<file path="config.mk">
export PLATFORM = sky130hd
export DESIGN_NAME = plotter_command_line_parser
export DESIGN_NICKNAME = d
export VERILOG_FILES = /design/src/hdl/plcp_pkg.sv /design/src/hdl/plcp_parse.sv /design/src/hdl/plcp_result.sv /design/src/hdl/plotter_command_line_parser.sv
export SDC_FILE = /design/constraint.sdc
export NUM_CORES = 1
export LEC_CHECK = 0
export BUFFER_PORTS_ARGS = -buffer_cell sky130_fd_sc_hd__buf_4
export CAP_MARGIN = 30
export CELL_PAD_IN_SITES_DETAIL_PLACEMENT = 1
export CELL_PAD_IN_SITES_GLOBAL_PLACEMENT = 1
export CORE_MARGIN = 8
export CORE_UTILIZATION = 52
export CTS_CLUSTER_DIAMETER = 30
export CTS_CLUSTER_SIZE = 10
export DETAILED_ROUTE_END_ITERATION = 10
export PLACE_DENSITY = 0.87
export SYNTH_ARGS = -nofsm -noshare
export SYNTH_HDL_FRONTEND = slang
export SYNTH_SLANG_ARGS = --single-unit
</file>
<file path="constraint.sdc">
create_clock -name clock -period 8.9 [get_ports clock]
set_input_delay 0.445 -clock clock [delete_from_list [all_inputs] [get_ports clock]]
set_output_delay 0.445 -clock clock [all_outputs]
set_load 0.01 [all_outputs]
</file>
<file path="src/hdl/plcp_pkg.sv">
// ----------------------------------------------------------------------------
// plcp_pkg: shared types and constants of the plotter command line parser
// Holds the parse phases, command kinds, result actions, the byte codes the
// parser looks for and the per-byte event record passed between modules.
// ----------------------------------------------------------------------------
package plcp_pkg;

   localparam int SCALE_BITS  = 6;
   localparam int TARGET_BITS = 22;
   localparam int FIELD_BITS  = 16;

   localparam logic [SCALE_BITS-1:0] SCALE_RESET = 6'd50;

   localparam logic [7:0] CH_LF    = 8'd10;
   localparam logic [7:0] CH_CR    = 8'd13;
   localparam logic [7:0] CH_TAB   = 8'd9;
   localparam logic [7:0] CH_VT    = 8'd11;
   localparam logic [7:0] CH_FF    = 8'd12;
   localparam logic [7:0] CH_SPACE = 8'h20;
   localparam logic [7:0] CH_PLUS  = 8'h2B;
   localparam logic [7:0] CH_COMMA = 8'h2C;
   localparam logic [7:0] CH_MINUS = 8'h2D;
   localparam logic [7:0] CH_ZERO  = 8'h30;
   localparam logic [7:0] CH_NINE  = 8'h39;
   localparam logic [7:0] CH_SEMI  = 8'h3B;
   localparam logic [7:0] CH_D     = 8'h44;
   localparam logic [7:0] CH_I     = 8'h49;
   localparam logic [7:0] CH_N     = 8'h4E;
   localparam logic [7:0] CH_P     = 8'h50;
   localparam logic [7:0] CH_S     = 8'h53;
   localparam logic [7:0] CH_U     = 8'h55;

   typedef enum logic [2:0] {
      PH_FIRST  = 3'd0,
      PH_SECOND = 3'd1,
      PH_THIRD  = 3'd2,
      PH_SKIP   = 3'd3,
      PH_XFIELD = 3'd4,
      PH_YFIELD = 3'd5,
      PH_DONE   = 3'd6
   } phase_type;

   typedef enum logic [2:0] {
      CMD_NONE = 3'd0,
      CMD_IN   = 3'd1,
      CMD_SP   = 3'd2,
      CMD_PU   = 3'd3,
      CMD_PD   = 3'd4
   } kind_type;

   typedef enum logic [1:0] {
      ACT_NONE = 2'd0,
      ACT_MOVE = 2'd1,
      ACT_DRAW = 2'd2,
      ACT_HOME = 2'd3
   } action_type;

   // What one consumed byte does to the counters and the result side.
   typedef struct packed {
      logic       line_end;
      logic       point;
      action_type action;
      logic       bump_pu;
      logic       bump_pd;
      logic       bump_sp;
   } event_type;

endpackage

</file>
<file path="src/hdl/plcp_parse.sv">
// ----------------------------------------------------------------------------
// plcp_parse: per-line command parser
// Keeps the state of the line being read and turns each consumed byte into
// an event record; at a newline it also presents the parsed point.
// ----------------------------------------------------------------------------
module plcp_parse #(
   parameter int COORD_BITS = 16
) (
   input  logic                          clock,
   input  logic                          reset,
   input  logic                          step,
   input  logic [7:0]                    char_in,
   output plcp_pkg::event_type           ev,
   output logic signed [COORD_BITS-1:0]  point_x,
   output logic signed [COORD_BITS-1:0]  point_y
);
   import plcp_pkg::*;

   localparam logic [COORD_BITS-1:0] MAG_LIMIT = {1'b1, {(COORD_BITS-1){1'b0}}};
   localparam logic [COORD_BITS-1:0] POS_MAX   = {1'b0, {(COORD_BITS-1){1'b1}}};

   phase_type             phase_ff, phase_in;
   kind_type              kind_ff, kind_in;
   logic [7:0]            first_ff, first_in;
   logic [COORD_BITS-1:0] xmag_ff, xmag_in;
   logic [COORD_BITS-1:0] ymag_ff, ymag_in;
   logic                  xneg_ff, xneg_in;
   logic                  xstop_ff, xstop_in;
   logic                  yneg_ff, yneg_in;
   logic                  ystop_ff, ystop_in;
   logic                  ybegun_ff, ybegun_in;
   logic                  complete_ff, complete_in;
   logic                  sp0_ff, sp0_in;

   logic       is_digit;
   logic       skip_now;
   action_type line_action;

   // Decimal accumulate with saturation at the magnitude limit.
   function automatic logic [COORD_BITS-1:0] accum(input logic [COORD_BITS-1:0] mag,
                                                   input logic [3:0] digit);
      logic [COORD_BITS+3:0] wide;
      logic [COORD_BITS-1:0] res;
      wide = ({4'b0, mag} << 3) + ({4'b0, mag} << 1) + {{COORD_BITS{1'b0}}, digit};
      if (wide > {4'b0, MAG_LIMIT}) begin
         res = MAG_LIMIT;
      end else begin
         res = wide[COORD_BITS-1:0];
      end
      return res;
   endfunction

   function automatic logic signed [COORD_BITS-1:0] signed_val(
      input logic [COORD_BITS-1:0] mag, input logic neg);
      logic [COORD_BITS-1:0] res;
      if (neg) begin
         res = ~mag + 1'b1;
      end else if (mag > POS_MAX) begin
         res = POS_MAX;
      end else begin
         res = mag;
      end
      return $signed(res);
   endfunction

   assign is_digit = (char_in >= CH_ZERO) && (char_in <= CH_NINE);
   assign skip_now = (phase_ff == PH_SKIP) || ((phase_ff == PH_THIRD) && (kind_ff != CMD_SP));

   assign point_x = signed_val(xmag_ff, xneg_ff);
   assign point_y = signed_val(ymag_ff, yneg_ff);

   always_comb begin
      priority if (((kind_ff == CMD_PU) || (kind_ff == CMD_PD)) && complete_ff) begin
         line_action = (kind_ff == CMD_PU) ? ACT_MOVE : ACT_DRAW;
      end else if ((kind_ff == CMD_SP) && sp0_ff) begin
         line_action = ACT_HOME;
      end else begin
         line_action = ACT_NONE;
      end
   end

   always_comb begin
      phase_in    = phase_ff;
      kind_in     = kind_ff;
      first_in    = first_ff;
      xmag_in     = xmag_ff;
      ymag_in     = ymag_ff;
      xneg_in     = xneg_ff;
      xstop_in    = xstop_ff;
      yneg_in     = yneg_ff;
      ystop_in    = ystop_ff;
      ybegun_in   = ybegun_ff;
      complete_in = complete_ff;
      sp0_in      = sp0_ff;
      ev          = '0;
      ev.action   = ACT_NONE;

      priority if (char_in == CH_CR) begin
         // Carriage return is dropped everywhere.
      end else if (char_in == CH_LF) begin
         ev.line_end = 1'b1;
         ev.action   = line_action;
         ev.point    = (line_action == ACT_MOVE) || (line_action == ACT_DRAW);
         phase_in    = PH_FIRST;
         kind_in     = CMD_NONE;
         first_in    = '0;
         xmag_in     = '0;
         ymag_in     = '0;
         xneg_in     = 1'b0;
         xstop_in    = 1'b0;
         yneg_in     = 1'b0;
         ystop_in    = 1'b0;
         ybegun_in   = 1'b0;
         complete_in = 1'b0;
         sp0_in      = 1'b0;
      end else begin
         unique case (phase_ff)
            PH_FIRST: begin
               first_in = char_in;
               phase_in = PH_SECOND;
            end
            PH_SECOND: begin
               priority if ((first_ff == CH_I) && (char_in == CH_N)) begin
                  kind_in  = CMD_IN;
                  phase_in = PH_DONE;
               end else if ((first_ff == CH_S) && (char_in == CH_P)) begin
                  kind_in    = CMD_SP;
                  ev.bump_sp = 1'b1;
                  phase_in   = PH_THIRD;
               end else if ((first_ff == CH_P) && (char_in == CH_U)) begin
                  kind_in    = CMD_PU;
                  ev.bump_pu = 1'b1;
                  phase_in   = PH_THIRD;
               end else if ((first_ff == CH_P) && (char_in == CH_D)) begin
                  kind_in    = CMD_PD;
                  ev.bump_pd = 1'b1;
                  phase_in   = PH_THIRD;
               end else begin
                  kind_in  = CMD_NONE;
                  phase_in = PH_DONE;
               end
            end
            PH_THIRD: begin
               if (kind_ff == CMD_SP) begin
                  sp0_in   = (char_in == CH_ZERO);
                  phase_in = PH_DONE;
               end
            end
            PH_SKIP: begin
            end
            PH_XFIELD: begin
               if ((char_in == CH_SPACE) || (char_in == CH_COMMA)) begin
                  phase_in = PH_YFIELD;
               end else if (!xstop_ff) begin
                  if (is_digit) begin
                     xmag_in = accum(xmag_ff, char_in[3:0]);
                  end else begin
                     xstop_in = 1'b1;
                  end
               end
            end
            PH_YFIELD: begin
               priority if (char_in == CH_SEMI) begin
                  complete_in = 1'b1;
                  phase_in    = PH_DONE;
               end else if (ystop_ff) begin
                  // The rest of the Y field is ignored.
               end else if (is_digit) begin
                  ymag_in   = accum(ymag_ff, char_in[3:0]);
                  ybegun_in = 1'b1;
               end else if (!ybegun_ff && ((char_in == CH_SPACE) || (char_in == CH_TAB) ||
                                           (char_in == CH_VT) || (char_in == CH_FF))) begin
                  // Leading white space before Y.
               end else if (!ybegun_ff && ((char_in == CH_MINUS) || (char_in == CH_PLUS))) begin
                  yneg_in   = (char_in == CH_MINUS);
                  ybegun_in = 1'b1;
               end else begin
                  ystop_in  = 1'b1;
                  ybegun_in = 1'b1;
               end
            end
            PH_DONE: begin
            end
            default: begin
            end
         endcase

         // Skipping ahead to X; the third byte of PU or PD may already start it.
         if (skip_now) begin
            phase_in = PH_SKIP;
            priority if (char_in == CH_SEMI) begin
               phase_in = PH_DONE;
            end else if (char_in == CH_MINUS) begin
               xneg_in  = 1'b1;
               phase_in = PH_XFIELD;
            end else if (is_digit) begin
               xmag_in  = accum(xmag_ff, char_in[3:0]);
               phase_in = PH_XFIELD;
            end else begin
               phase_in = PH_SKIP;
            end
         end
      end
   end

   always_ff @(posedge clock) begin
      if (reset) begin
         phase_ff    <= PH_FIRST;
         kind_ff     <= CMD_NONE;
         first_ff    <= '0;
         xmag_ff     <= '0;
         ymag_ff     <= '0;
         xneg_ff     <= 1'b0;
         xstop_ff    <= 1'b0;
         yneg_ff     <= 1'b0;
         ystop_ff    <= 1'b0;
         ybegun_ff   <= 1'b0;
         complete_ff <= 1'b0;
         sp0_ff      <= 1'b0;
      end else if (step) begin
         phase_ff    <= phase_in;
         kind_ff     <= kind_in;
         first_ff    <= first_in;
         xmag_ff     <= xmag_in;
         ymag_ff     <= ymag_in;
         xneg_ff     <= xneg_in;
         xstop_ff    <= xstop_in;
         yneg_ff     <= yneg_in;
         ystop_ff    <= ystop_in;
         ybegun_ff   <= ybegun_in;
         complete_ff <= complete_in;
         sp0_ff      <= sp0_in;
      end
   end

endmodule

</file>
<file path="src/hdl/plcp_result.sv">
// ----------------------------------------------------------------------------
// plcp_result: counters, bounding box and result register
// Applies parser events to the saturating counters and the box, scales the
// point and loads the result register at each line end.
// ----------------------------------------------------------------------------
module plcp_result #(
   parameter int COORD_BITS = 16,
   parameter int COUNT_BITS = 16
) (
   input  logic                                   clock,
   input  logic                                   reset,
   input  logic                                   step,
   input  plcp_pkg::event_type                    ev,
   input  logic signed [COORD_BITS-1:0]           point_x,
   input  logic signed [COORD_BITS-1:0]           point_y,
   input  logic [plcp_pkg::SCALE_BITS-1:0]        scale,
   input  logic                                   rsp_ready,
   output logic                                   rsp_valid,
   output logic [1:0]                             rsp_action,
   output logic signed [plcp_pkg::TARGET_BITS-1:0] rsp_target_x,
   output logic signed [plcp_pkg::TARGET_BITS-1:0] rsp_target_y,
   output logic signed [plcp_pkg::FIELD_BITS-1:0] rsp_box_min_x,
   output logic signed [plcp_pkg::FIELD_BITS-1:0] rsp_box_max_x,
   output logic signed [plcp_pkg::FIELD_BITS-1:0] rsp_box_min_y,
   output logic signed [plcp_pkg::FIELD_BITS-1:0] rsp_box_max_y,
   output logic                                   rsp_box_valid,
   output logic [plcp_pkg::FIELD_BITS-1:0]        rsp_pen_up_count,
   output logic [plcp_pkg::FIELD_BITS-1:0]        rsp_pen_down_count,
   output logic [plcp_pkg::FIELD_BITS-1:0]        rsp_pen_select_count,
   output logic [plcp_pkg::FIELD_BITS-1:0]        rsp_line_count
);
   import plcp_pkg::*;

   localparam int PROD_BITS = COORD_BITS + SCALE_BITS + 1;

   logic [COUNT_BITS-1:0] pu_ff, pu_in;
   logic [COUNT_BITS-1:0] pd_ff, pd_in;
   logic [COUNT_BITS-1:0] sp_ff, sp_in;
   logic [COUNT_BITS-1:0] lines_ff, lines_in;

   logic signed [COORD_BITS-1:0] min_x_ff, min_x_in;
   logic signed [COORD_BITS-1:0] max_x_ff, max_x_in;
   logic signed [COORD_BITS-1:0] min_y_ff, min_y_in;
   logic signed [COORD_BITS-1:0] max_y_ff, max_y_in;
   logic                         seen_ff, seen_in;

   logic                         valid_ff, valid_in;
   logic                         line_step;
   logic signed [PROD_BITS-1:0]  prod_x, prod_y;
   logic [PROD_BITS+TARGET_BITS-1:0] ext_x, ext_y;
   logic signed [PROD_BITS-1:0]  scale_s;

   logic [1:0]                   act_ff;
   logic [TARGET_BITS-1:0]       tx_ff, ty_ff;
   logic signed [COORD_BITS-1:0] bminx_ff, bmaxx_ff, bminy_ff, bmaxy_ff;
   logic                         bval_ff;
   logic [COUNT_BITS-1:0]        opu_ff, opd_ff, osp_ff, olines_ff;

   logic [COUNT_BITS+FIELD_BITS-1:0] cnt_ext_pu, cnt_ext_pd, cnt_ext_sp, cnt_ext_lines;
   logic [COORD_BITS+FIELD_BITS-1:0] box_ext_0, box_ext_1, box_ext_2, box_ext_3;

   function automatic logic [COUNT_BITS-1:0] sat_inc(input logic [COUNT_BITS-1:0] c,
                                                     input logic en);
      logic [COUNT_BITS-1:0] res;
      res = c;
      if (en && (c != {COUNT_BITS{1'b1}})) begin
         res = c + 1'b1;
      end
      return res;
   endfunction

   assign line_step = step && ev.line_end;

   always_comb begin
      pu_in    = sat_inc(pu_ff, step && ev.bump_pu);
      pd_in    = sat_inc(pd_ff, step && ev.bump_pd);
      sp_in    = sat_inc(sp_ff, step && ev.bump_sp);
      lines_in = sat_inc(lines_ff, line_step);

      min_x_in = min_x_ff;
      max_x_in = max_x_ff;
      min_y_in = min_y_ff;
      max_y_in = max_y_ff;
      seen_in  = seen_ff;
      if (line_step && ev.point) begin
         seen_in  = 1'b1;
         min_x_in = (!seen_ff || (point_x < min_x_ff)) ? point_x : min_x_ff;
         max_x_in = (!seen_ff || (point_x > max_x_ff)) ? point_x : max_x_ff;
         min_y_in = (!seen_ff || (point_y < min_y_ff)) ? point_y : min_y_ff;
         max_y_in = (!seen_ff || (point_y > max_y_ff)) ? point_y : max_y_ff;
      end

      valid_in = valid_ff && !rsp_ready;
      if (line_step) begin
         valid_in = 1'b1;
      end
   end

   // Scaled targets; zero unless the line carries a point.
   assign scale_s = $signed({{(PROD_BITS-SCALE_BITS){1'b0}}, scale});
   assign prod_x  = ev.point ?
                    $signed({{(PROD_BITS-COORD_BITS){point_x[COORD_BITS-1]}}, point_x}) * scale_s
                    : '0;
   assign prod_y  = ev.point ?
                    $signed({{(PROD_BITS-COORD_BITS){point_y[COORD_BITS-1]}}, point_y}) * scale_s
                    : '0;
   assign ext_x   = {{TARGET_BITS{prod_x[PROD_BITS-1]}}, prod_x};
   assign ext_y   = {{TARGET_BITS{prod_y[PROD_BITS-1]}}, prod_y};

   always_ff @(posedge clock) begin
      if (reset) begin
         pu_ff    <= '0;
         pd_ff    <= '0;
         sp_ff    <= '0;
         lines_ff <= '0;
         min_x_ff <= '0;
         max_x_ff <= '0;
         min_y_ff <= '0;
         max_y_ff <= '0;
         seen_ff  <= 1'b0;
         valid_ff <= 1'b0;
      end else begin
         pu_ff    <= pu_in;
         pd_ff    <= pd_in;
         sp_ff    <= sp_in;
         lines_ff <= lines_in;
         min_x_ff <= min_x_in;
         max_x_ff <= max_x_in;
         min_y_ff <= min_y_in;
         max_y_ff <= max_y_in;
         seen_ff  <= seen_in;
         valid_ff <= valid_in;
      end
   end

   always_ff @(posedge clock) begin
      if (line_step) begin
         act_ff    <= ev.action;
         tx_ff     <= ext_x[TARGET_BITS-1:0];
         ty_ff     <= ext_y[TARGET_BITS-1:0];
         bminx_ff  <= min_x_in;
         bmaxx_ff  <= max_x_in;
         bminy_ff  <= min_y_in;
         bmaxy_ff  <= max_y_in;
         bval_ff   <= seen_in;
         opu_ff    <= pu_in;
         opd_ff    <= pd_in;
         osp_ff    <= sp_in;
         olines_ff <= lines_in;
      end
   end

   assign cnt_ext_pu    = {{FIELD_BITS{1'b0}}, opu_ff};
   assign cnt_ext_pd    = {{FIELD_BITS{1'b0}}, opd_ff};
   assign cnt_ext_sp    = {{FIELD_BITS{1'b0}}, osp_ff};
   assign cnt_ext_lines = {{FIELD_BITS{1'b0}}, olines_ff};
   assign box_ext_0     = {{FIELD_BITS{bminx_ff[COORD_BITS-1]}}, bminx_ff};
   assign box_ext_1     = {{FIELD_BITS{bmaxx_ff[COORD_BITS-1]}}, bmaxx_ff};
   assign box_ext_2     = {{FIELD_BITS{bminy_ff[COORD_BITS-1]}}, bminy_ff};
   assign box_ext_3     = {{FIELD_BITS{bmaxy_ff[COORD_BITS-1]}}, bmaxy_ff};

   assign rsp_valid            = valid_ff;
   assign rsp_action           = act_ff;
   assign rsp_target_x         = $signed(tx_ff);
   assign rsp_target_y         = $signed(ty_ff);
   assign rsp_box_min_x        = $signed(box_ext_0[FIELD_BITS-1:0]);
   assign rsp_box_max_x        = $signed(box_ext_1[FIELD_BITS-1:0]);
   assign rsp_box_min_y        = $signed(box_ext_2[FIELD_BITS-1:0]);
   assign rsp_box_max_y        = $signed(box_ext_3[FIELD_BITS-1:0]);
   assign rsp_box_valid        = bval_ff;
   assign rsp_pen_up_count     = cnt_ext_pu[FIELD_BITS-1:0];
   assign rsp_pen_down_count   = cnt_ext_pd[FIELD_BITS-1:0];
   assign rsp_pen_select_count = cnt_ext_sp[FIELD_BITS-1:0];
   assign rsp_line_count       = cnt_ext_lines[FIELD_BITS-1:0];

endmodule

</file>
<file path="src/hdl/plotter_command_line_parser.sv">
// ----------------------------------------------------------------------------
// plotter_command_line_parser: plotter command text parser
// Reads command text one byte per beat, handles IN, SP, PU and PD lines and
// gives one result beat per newline with counters and a bounding box.
// ----------------------------------------------------------------------------
//
//   Channel | Direction | Payload            | Beat
//   req_    | in        | char_in            | one text byte
//   rsp_    | out       | action ... counts  | one result per newline
//   csr_    | in        | coord_scale        | one register write
//
// Each byte is held in an input register and consumed from it through the
// parser and result logic into the result register, so a byte is taken on
// every cycle unless a newline waits in the input register for the result.
// A newline byte waits in the input register while an earlier result has
// not been taken; other bytes pass freely while a result waits.
// Reset is synchronous and clears the parse state, counters, box and the
// scale register (back to 50); it takes effect on the next clock edge.
// ----------------------------------------------------------------------------
module plotter_command_line_parser #(
   parameter int COORD_BITS = 16,
   parameter int COUNT_BITS = 16
) (
   input  logic                                    clock,
   input  logic                                    reset,
   input  logic                                    req_valid,
   output logic                                    req_ready,
   input  logic [7:0]                              req_char_in,
   output logic                                    rsp_valid,
   input  logic                                    rsp_ready,
   output logic [1:0]                              rsp_action,
   output logic signed [plcp_pkg::TARGET_BITS-1:0] rsp_target_x,
   output logic signed [plcp_pkg::TARGET_BITS-1:0] rsp_target_y,
   output logic signed [plcp_pkg::FIELD_BITS-1:0]  rsp_box_min_x,
   output logic signed [plcp_pkg::FIELD_BITS-1:0]  rsp_box_max_x,
   output logic signed [plcp_pkg::FIELD_BITS-1:0]  rsp_box_min_y,
   output logic signed [plcp_pkg::FIELD_BITS-1:0]  rsp_box_max_y,
   output logic                                    rsp_box_valid,
   output logic [plcp_pkg::FIELD_BITS-1:0]         rsp_pen_up_count,
   output logic [plcp_pkg::FIELD_BITS-1:0]         rsp_pen_down_count,
   output logic [plcp_pkg::FIELD_BITS-1:0]         rsp_pen_select_count,
   output logic [plcp_pkg::FIELD_BITS-1:0]         rsp_line_count,
   input  logic                                    csr_valid,
   output logic                                    csr_ready,
   input  logic [plcp_pkg::SCALE_BITS-1:0]         csr_coord_scale
);
   import plcp_pkg::*;

   // The scale register. Writes are to be made only while the block is idle;
   // the user must keep to this, the block does not enforce it. The port is always ready.
   logic [SCALE_BITS-1:0] scale_ff;

   // Input register: one byte waiting to be consumed.
   logic       in_valid_ff;
   logic [7:0] in_char_ff;

   logic       out_free;
   logic       consume;
   event_type  ev;
   logic signed [COORD_BITS-1:0] point_x, point_y;

   assign csr_ready = 1'b1;

   always_ff @(posedge clock) begin
      if (reset) begin
         scale_ff <= SCALE_RESET;
      end else if (csr_valid) begin
         scale_ff <= csr_coord_scale;
      end
   end

   // The result register is free when empty or being emptied this cycle.
   // Only a newline needs it; every other byte is consumed at once.
   assign out_free  = !rsp_valid || rsp_ready;
   assign consume   = in_valid_ff && ((in_char_ff != CH_LF) || out_free);
   assign req_ready = !in_valid_ff || consume;

   always_ff @(posedge clock) begin
      if (reset) begin
         in_valid_ff <= 1'b0;
      end else if (req_ready) begin
         in_valid_ff <= req_valid;
      end
   end

   always_ff @(posedge clock) begin
      if (req_ready && req_valid) begin
         in_char_ff <= req_char_in;
      end
   end

   plcp_parse #(
      .COORD_BITS(COORD_BITS)
   ) u_parse (
      .clock   (clock),
      .reset   (reset),
      .step    (consume),
      .char_in (in_char_ff),
      .ev      (ev),
      .point_x (point_x),
      .point_y (point_y)
   );

   plcp_result #(
      .COORD_BITS(COORD_BITS),
      .COUNT_BITS(COUNT_BITS)
   ) u_result (
      .clock                (clock),
      .reset                (reset),
      .step                 (consume),
      .ev                   (ev),
      .point_x              (point_x),
      .point_y              (point_y),
      .scale                (scale_ff),
      .rsp_ready            (rsp_ready),
      .rsp_valid            (rsp_valid),
      .rsp_action           (rsp_action),
      .rsp_target_x         (rsp_target_x),
      .rsp_target_y         (rsp_target_y),
      .rsp_box_min_x        (rsp_box_min_x),
      .rsp_box_max_x        (rsp_box_max_x),
      .rsp_box_min_y        (rsp_box_min_y),
      .rsp_box_max_y        (rsp_box_max_y),
      .rsp_box_valid        (rsp_box_valid),
      .rsp_pen_up_count     (rsp_pen_up_count),
      .rsp_pen_down_count   (rsp_pen_down_count),
      .rsp_pen_select_count (rsp_pen_select_count),
      .rsp_line_count       (rsp_line_count)
   );

`ifndef ASSERT_OFF
   // A held newline must never be consumed while the result register is full.
   a_newline_waits: assert property (@(posedge clock) disable iff (reset)
      (in_valid_ff && (in_char_ff == CH_LF) && rsp_valid && !rsp_ready) |-> !consume)
      else $error("newline consumed while result register occupied");

   // Consuming a newline always yields a result beat in the next cycle.
   a_newline_result: assert property (@(posedge clock) disable iff (reset)
      (consume && (in_char_ff == CH_LF)) |=> rsp_valid)
      else $error("newline did not produce a result");

   // A valid bounding box is never inverted.
   a_box_order: assert property (@(posedge clock) disable iff (reset)
      (rsp_valid && rsp_box_valid) |->
         ((rsp_box_min_x <= rsp_box_max_x) && (rsp_box_min_y <= rsp_box_max_y)))
      else $error("bounding box inverted");

   // Results without a point carry zero targets.
   a_zero_target: assert property (@(posedge clock) disable iff (reset)
      (rsp_valid && ((rsp_action == ACT_NONE) || (rsp_action == ACT_HOME))) |->
         ((rsp_target_x == '0) && (rsp_target_y == '0)))
      else $error("nonzero target without a point");

   // Each result counts at least one line.
   a_line_count: assert property (@(posedge clock) disable iff (reset)
      rsp_valid |-> (rsp_line_count != '0))
      else $error("result with zero line count");
`endif

endmodule
</file>
==> key figures, run 1 <==
Status
  • Status: finished clean

Place
  • I/O Buffers: 195
  • Post-DP HPWL: 56.32 mm
  • RePlAce Congestion: 0.8939
  • Placed insts: roughly 3.4k

Detailed routing
  • Detailed Route WL: 87.73 mm
  • 1st-pass router iterations: 6
  • Routed Antenna Nets: 0
  • Initial DRC Count: ~1.5k
  • Drt wl/cell: 24.87 µm
  • DR DRC count: 0
  • Vias per inst: 6.053
  • DR vias: 21.35k

Clock tree
  • CTS max path bufs: 3
  • H-tree depth: 3
  • Clock transition at the registers of the reported paths: 50 ps
  • Clock root cell: clkbuf_16
  • CTS sink cnt: about 370
  • CTS resizes: 0
  • Later-pin clock latency in the skew report: 630 ps
  • CTS buffer count: 80
  • Hold_buf cts: 4
  • CTS tree: yes
  • Setup bufs post-CTS: 0

Floorplanning
  • Die area: 56880 µm²
  • Num rows: 81
  • Die width: 238.5 µm
  • Starting density of the core: 52.59%
  • Core Footprint: around 49000 µm²
  • Die Ht: 238.5 µm
  • Ports: 197

Synthesis
  • Distinct cells, synth: roughly 100
  • Synth async-reset ratio: 0%
  • Post-synth EDFFs: about 180
  • Synth Flop Type: dfxtp_1
  • Gate Count Post-Synth: roughly 2.6k
  • Synthesis warning total: 0
  • Seq/Total Area, Yosys: between 30% and 40%
  • Synth Register Bits: 373
  • Post-Syn Nets: between 2k and 3k
  • Netlist Area Pre-Place: 25740 µm²
  • Avg Cell Area, Syn: 9.985 µm²

Final layout
  • ANT cells: 0
  • Area Overhead vs Synth: 19.16%
  • Layout cell share with drive strength beyond 1: 16.14%
  • Area of the multi-input gates: 15040 µm²
  • Layout Nets: between 3k and 4k
  • Number of fill cells in the layout: 5253
  • Sequential Area: between 9000 and 10000 µm²
  • Post-route insts no fill: 3527

Setup path
  • Worst setup path start: u_parse.xmag_ff[0]
  • Worst R2R Start: u_parse.xmag_ff[0]
  • CP Max Fanout: 10
  • CP startpoint kind: flop
  • CP Class: flop to flop
  • Critical path arrival: 7640 ps
  • CP Capture Type: flop
  • CP required: 9270 ps

Timing
  • Max Freq: 137.6 MHz
  • Max Transition Viols Final: 0
  • Final hold viol count: 0
  • Slew Limit Headroom: between 20% and 30%
  • Slew of the pin with the lowest slew margin: between 1000 and 1500 ps
  • Clock Skew: roughly 54 ps
  • RSZ-0062 raised after global routing: false
  • # setup viols final: 0
  • Period utilization: 81.65%
  • Min Tclk post-route: slightly above 7000 ps
  • Post-route setup TNS: 0 ps
  • Hold_ws: between 20 and 25 ps

GRT
  • Total congestion overflow: 0
  • GRT Util Overall: 29.90%
  • Largest net degree at the start of global routing: a little under 100
  • Vias in the first global route: 23.84k
  • Initial antenna violation count: 2
  • Global-route wire length before repair: about 140 mm

Pwr
  • Worst vdd ir: 0.1458 mV
  • Total power: about 5 mW
  • Leak Pwr: 13.81 nW
  • PwrDens: 159.4 nW/µm²

Job
  • Maximum capacitance violations: 0

Worst hold path
  • Hold/Removal Path Class: primary input to flop
  • Min-delay src: req_char_in[4]
layout by cell type, fill, tap and decap left out, types with 30 or more instances in the layout:
master     count
mux2i_1       30
nor2_1       187
edfxtp_1     183
nand3_1       38
xor2_1        41
nor3_1        44
xnor2_1       79
mux2_2        37
clkbuf_16     80
o21ai_0       61
ha_1         216
nand2_1      150
and2_1       169
a21oi_1       96
fa_1         134
inv_1        270
a21o_1        34
nor2b_1      143
dfxtp_1      190
buf_4        212
cell type report:
type | instances | area share [%]
Inverter | 272 | 3.345
Timing Repair Buffer | 224 | 5.821
Clock buffer | 93 | 6.849
Multi-Input combinational cell | 1846 | 49.02
Tap cell | 664 | 2.709
Sequential cell | 373 | 30.32
Clock inverter | 55 | 1.938
worst paths after layout:
kind	to	slack [ps]	cells past startpoint
max reg2reg	u_result.rsp_target_x[21]	1630	22
max	u_result.rsp_target_x[21]	1630	22
min reg2reg	u_parse.ystop_ff	500	2
min	in_char_ff[4]	20	1
power by group:
group / leakage (nW) / switching (mW) / internal [mW] / total [mW]
clock: 1.28 / 1.08 / 1.89 / 2.97
sequential: 3.25 / 0.0248 / 1.80 / 1.82
combinational: 9.28 / 0.0606 / 0.0322 / 0.0928
total: 13.8 / 1.17 / 3.72 / 4.89
metrics by stage:
step           area, µm²  setup slack [ps]  utilization (%)
2_1_floorplan      25740              2861                -
3_3_place_gp       27780              2223            56.75
3_5_place_dp       27850              1796            56.90
4_1_cts            30590              1610            62.49
5_1_grt            30670              1274            62.66
6_report           30670              1633            62.66
kinds of logic after synthesis:
group	count (synthesis)	synth area share [%]
AND/OR/NAND/NOR	908	19.37
adder cells (fa/ha/maj)	350	20.92
multiplexers	83	3.675
XOR/XNOR	120	4.083
other	1	0.01457
flip-flops	373	36.12
AO/OA/AOI/OAI	384	10.35
buffers and inverters	359	5.463
synthesized netlist by cell type (22+ instances only):
cell / n / area [µm²]
nor3_1: 44 / 220.2
mux2_2: 37 / 416.7
nand4_1: 22 / 137.6
and3_1: 26 / 162.7
xnor2_1: 79 / 691.9
ha_1: 216 / 2703
nand3_1: 38 / 190.2
a21oi_1: 96 / 480.5
inv_1: 271 / 1017
fa_1: 134 / 2683
xor2_1: 41 / 359.1
nor2b_1: 143 / 894.6
nand2_1: 150 / 563.0
o21a_1: 24 / 180.2
and2_1: 169 / 1057
nor2_1: 187 / 701.9
edfxtp_1: 183 / 5495
a21o_1: 34 / 255.2
dfxtp_1: 190 / 3804
o21ai_0: 61 / 305.3
mux2i_1: 30 / 300.3
clkbuf_1: 67 / 251.5
critical path, stage by stage, from the launching register on:
cell	delay, ps
dfxtp_1	380
nor4_1	510
nand4b_1	280
o31ai_1	490
nand2_1	160
a22oi_1	840
and2_1	290
fa_1	490
fa_1	490
fa_1	560
inv_1	60
fa_1	530
inv_1	40
ha_1	350
a21o_1	210
a21o_1	170
a211oi_1	310
nor2_1	90
a21oi_1	140
o31ai_1	110
o41ai_1	320
xnor2_1	160
nor2_1	60
routing by layer:
layer	GRT usage [%]	routed length, µm	vias up
met4	16.02	4442	2
li1	-	-	9306
met5	0	13	-
met1	33.61	33170	10754
met2	52.60	44130	959
met3	6.558	5969	327
Note: power is estimated with default switching activity, not from simulation.
==> inputs of run 2 (changes only) <==
--- a/config.mk
+++ b/config.mk
@@ -10,11 +10,11 @@
 export CELL_PAD_IN_SITES_DETAIL_PLACEMENT = 1
 export CELL_PAD_IN_SITES_GLOBAL_PLACEMENT = 1
 export CORE_MARGIN = 8
-export CORE_UTILIZATION = 52
+export CORE_UTILIZATION = 49
 export CTS_CLUSTER_DIAMETER = 30
 export CTS_CLUSTER_SIZE = 10
 export DETAILED_ROUTE_END_ITERATION = 10
-export PLACE_DENSITY = 0.87
+export PLACE_DENSITY = 0.83
 export SYNTH_ARGS = -nofsm -noshare
 export SYNTH_HDL_FRONTEND = slang
 export SYNTH_SLANG_ARGS = --single-unit
==> constraint.sdc (replaced) <==
create_clock -name clock -period 7.06 [get_ports clock]
set_input_delay 0.353 -clock clock [delete_from_list [all_inputs] [get_ports clock]]
set_output_delay 0.353 -clock clock [all_outputs]
set_load 0.01 [all_outputs]
==> run 2 against run 1 <==
Compared with the run above:
- hold slack gained 23 ps
- via count shrank 3.9%
- count of clock-buffer cells in the layout grew 1
- fmax grew 8.7%
- routed wire length shrank 9.9%
- core utilization shrank 3.4 points
- sequential share of layout area shrank 0.30 points
- largest cell class unchanged
==> key figures, run 2 (synthesis gave the netlist of run 1 again) <==
Detailed routing
  • Detailed Route WL: 79.04 mm (was 87.73 mm)
  • 1st-pass router iterations: 5 (was 6)
  • Routed Antenna Nets: 0 (unchanged)
  • Drt wl/cell: 22.11 µm (was 24.87 µm)
  • DR vias: 20.51k (was 21.35k)
  • Vias per inst: 5.738 (was 6.053)
  • DR DRC count: 0 (unchanged)
  • Initial DRC Count: 979 (was 1518)

Place
  • Post-DP HPWL: 54.27 mm (was 56.32 mm)
  • RePlAce Congestion: 0.8746 (was 0.8939)
  • Placed insts: 3407 (was 3370)
  • Pre-CTS setup slack: 107.7 ps (was 1796 ps)
  • I/O Buffers: 195 (unchanged)

Timing
  • Final hold viol count: 0 (unchanged)
  • Max Transition Viols Final: 0 (unchanged)
  • Hold_ws: 46.44 ps (was 23.16 ps)
  • Max Freq: 149.6 MHz (was 137.6 MHz)
  • Clock Skew: 50.19 ps (was 54.44 ps)
  • Post-route setup TNS: 0 ps (unchanged)
  • Slew Limit Headroom: 30.63% (was 28.88%)
  • Final WS setup: 377.2 ps (was 1633 ps)
  • Min Tclk post-route: 6683 ps (was 7267 ps)
  • # setup viols final: 0 (unchanged)
  • RSZ-0062 raised after global routing: false (unchanged)
  • Slew of the pin with the lowest slew margin: 1041 ps (was 1067 ps)
  • Period utilization: 94.66% (was 81.65%)

Setup path
  • Most used cell, CP: inv_1 (was fa_1)
  • CP startpoint kind: flop (unchanged)
  • CP required: 7400 ps (was 9270 ps)
  • CP Max Fanout: 8 (was 10)
  • Slowest stage cell, crit path: or4b_2 (was a22oi_1)
  • Critical path arrival: 7020 ps (was 7640 ps)
  • Largest stage delay on the critical path: 620 ps (was 840 ps)
  • CP Class: flop to flop (unchanged)
  • CP Capture Type: flop (unchanged)
  • Crit-path cells: nor2_1 -> nand3_1 -> nor2_1 -> a21oi_1 -> o22ai_1 -> inv_1 -> and2_1 -> fa_1 -> inv_1 -> fa_1 -> inv_1 -> fa_1 -> inv_1 -> fa_1 -> inv_1 -> ha_1 -> or3_1 -> o21ai_0 -> o31a_1 -> nor2_1 -> or4b_2 -> a32oi_1 -> xnor2_1 -> nor2_1 (was nor4_1 -> nand4b_1 -> o31ai_1 -> nand2_1 -> a22oi_1 -> and2_1 -> fa_1 -> fa_1 -> fa_1 -> inv_1 -> fa_1 -> inv_1 -> ha_1 -> a21o_1 -> a21o_1 -> a211oi_1 -> nor2_1 -> a21oi_1 -> o31ai_1 -> o41ai_1 -> xnor2_1 -> nor2_1)

GRT
  • Total congestion overflow: 0 (unchanged)
  • Global-route wire length before repair: 124.6 mm (was 135.1 mm)
  • Initial antenna violation count: 1 (was 2)
  • Vias in the first global route: 22.88k (was 23.84k)
  • Largest net degree at the start of global routing: 74 (was 99)
  • GRT Util Overall: 25.73% (was 29.90%)

Final layout
  • Post-route insts no fill: 3575 (was 3527)
  • Layout cell share with drive strength beyond 1: 16.66% (was 16.14%)
  • ANT cells: 0 (unchanged)
  • Area Overhead vs Synth: 20.34% (was 19.16%)
  • Number of fill cells in the layout: 5607 (was 5253)
  • Most frequent cells in the layout: 270 x inv_1, 225 x buf_4, 216 x ha_1, 190 x dfxtp_1, 187 x nor2_1 (was 270 x inv_1, 216 x ha_1, 212 x buf_4, 190 x dfxtp_1, 187 x nor2_1)
  • Most common cell after layout, fill and taps aside: inv_1 (unchanged)
  • Layout Nets: 3188 (was 3166)
  • Area of the multi-input gates: 15060 µm² (was 15040 µm²)
  • Sequential Area: 9299 µm² (unchanged)

Pwr
  • Combinational share of power: 1.9% (about the same)
  • Psw: 1.488 mW (was 1.169 mW)
  • Sequential power share: 36.8% (was 37.3%)
  • Leak Pwr: 14.01 nW (was 13.81 nW)
  • Worst vdd ir: 0.1789 mV (was 0.1458 mV)
  • Sw Share: 23.85% (was 23.90%)
  • Clock Power Share: 61.3% (was 60.8%)
  • Int Power: 4.750 mW (was 3.722 mW)
  • PwrDens: 201.4 nW/µm² (was 159.4 nW/µm²)

Clock tree
  • CTS sink cnt: 373 (unchanged)
  • CTS tree: yes (unchanged)
  • CTS max path bufs: 3 (unchanged)
  • CTS buffer count: 81 (was 80)
  • Setup bufs post-CTS: 0 (unchanged)
  • Clock transition at the registers of the reported paths: 50 ps (about the same)
  • Later-pin clock latency in the skew report: 650 ps (was 630 ps)
  • H-tree depth: 3 (unchanged)
  • Clock root cell: clkbuf_16 (unchanged)

Floorplanning
  • Num rows: 84 (was 81)
  • Die width: 245.2 µm (was 238.5 µm)
  • Die Ht: 245.2 µm (was 238.5 µm)
  • Starting density of the core: 49.28% (was 52.59%)
  • Ports: 197 (unchanged)
  • Die area: 60130 µm² (was 56880 µm²)
  • Core Footprint: 52240 µm² (was 48950 µm²)

Worst hold path
  • Hold/Removal Path Class: primary input to flop (unchanged)

Job
  • Maximum capacitance violations: 0 (unchanged)

Status
  • Status: finished clean (unchanged)
## run 2: cell count changes in the layout (fill, tap and decap cells not counted), moves of 3 or more
cell | previous run | this run
dlygate4sd3_1 | 4 | 15
clkinv_1 | 7 | 4
clkinv_16 | 2 | 5
buf_4 | 212 | 225
clkinv_2 | 10 | 13
## run 2: final timing paths
path	endpoint	startpoint	slack (ps)	cells past startpoint
worst min register to register	u_parse.ybegun_ff	u_parse.ybegun_ff	490	2
worst max register to register	u_result.rsp_target_y[21]	u_parse.ymag_ff[2]	380	24
worst min-delay path	scale_ff[4]	csr_valid	50	2
worst max-delay path	u_result.rsp_target_y[21]	u_parse.ymag_ff[2]	380	24
## run 2: power groups by stage
stage          Combinational [mW]  Sequential [mW]  Clock (mW)
2_1_floorplan              0.0801             2.32           0
3_3_place_gp               0.0962             2.34           0
3_5_place_dp                0.110             2.34           0
4_1_cts                     0.119             2.29        3.88
5_1_grt                     0.130             2.29        3.97
6_report                    0.120             2.30        3.82
## run 2: layer usage
metal  track usage, %  share of wire, %  up-vias
li1                 -                 -     9346
met1            28.97                39    10244
met3            5.087               5.2      259
met2            46.10                51      661
met4            12.58               4.5        2
met5                0            0.0089        -
## run 2: what timing repair did
action                                 in CTS  in global routing
gates resized for setup                     0                  4
hold buffers                               15                  0
endpoints found under the hold margin      15                  0
setup endpoints to repair                   0                  5
## run 2: stage by stage
stage	total power, mW	cell area, µm²	utilization [%]
CTS	6.293	30930	59.21
detailed placement	2.446	27970	53.55
finish	6.238	30980	59.30
global placement	2.435	27920	53.44
global route	6.399	30980	59.30
floorplan	2.398	25740	-
## run 2: layout make-up
cell class / count / area share (%)
Clock buffer: 94 / 6.899
Clock inverter: 57 / 2.161
Inverter: 272 / 3.312
Multi-Input combinational cell: 1846 / 48.62
Sequential cell: 373 / 30.02
Tap cell: 688 / 2.779
Timing Repair Buffer: 245 / 6.208
## run 2: critical path, delay by kind of cell, from the launching register on
kind / cells / cell delay, ps
AOI/OAI and AO/OA: 5 / 1040
xor gates and xnor gates: 1 / 150
adders and majority gates: 5 / 2440
buffers and inverters: 5 / 470
DFF: 1 / 390
and+or+nand+nor: 8 / 1920
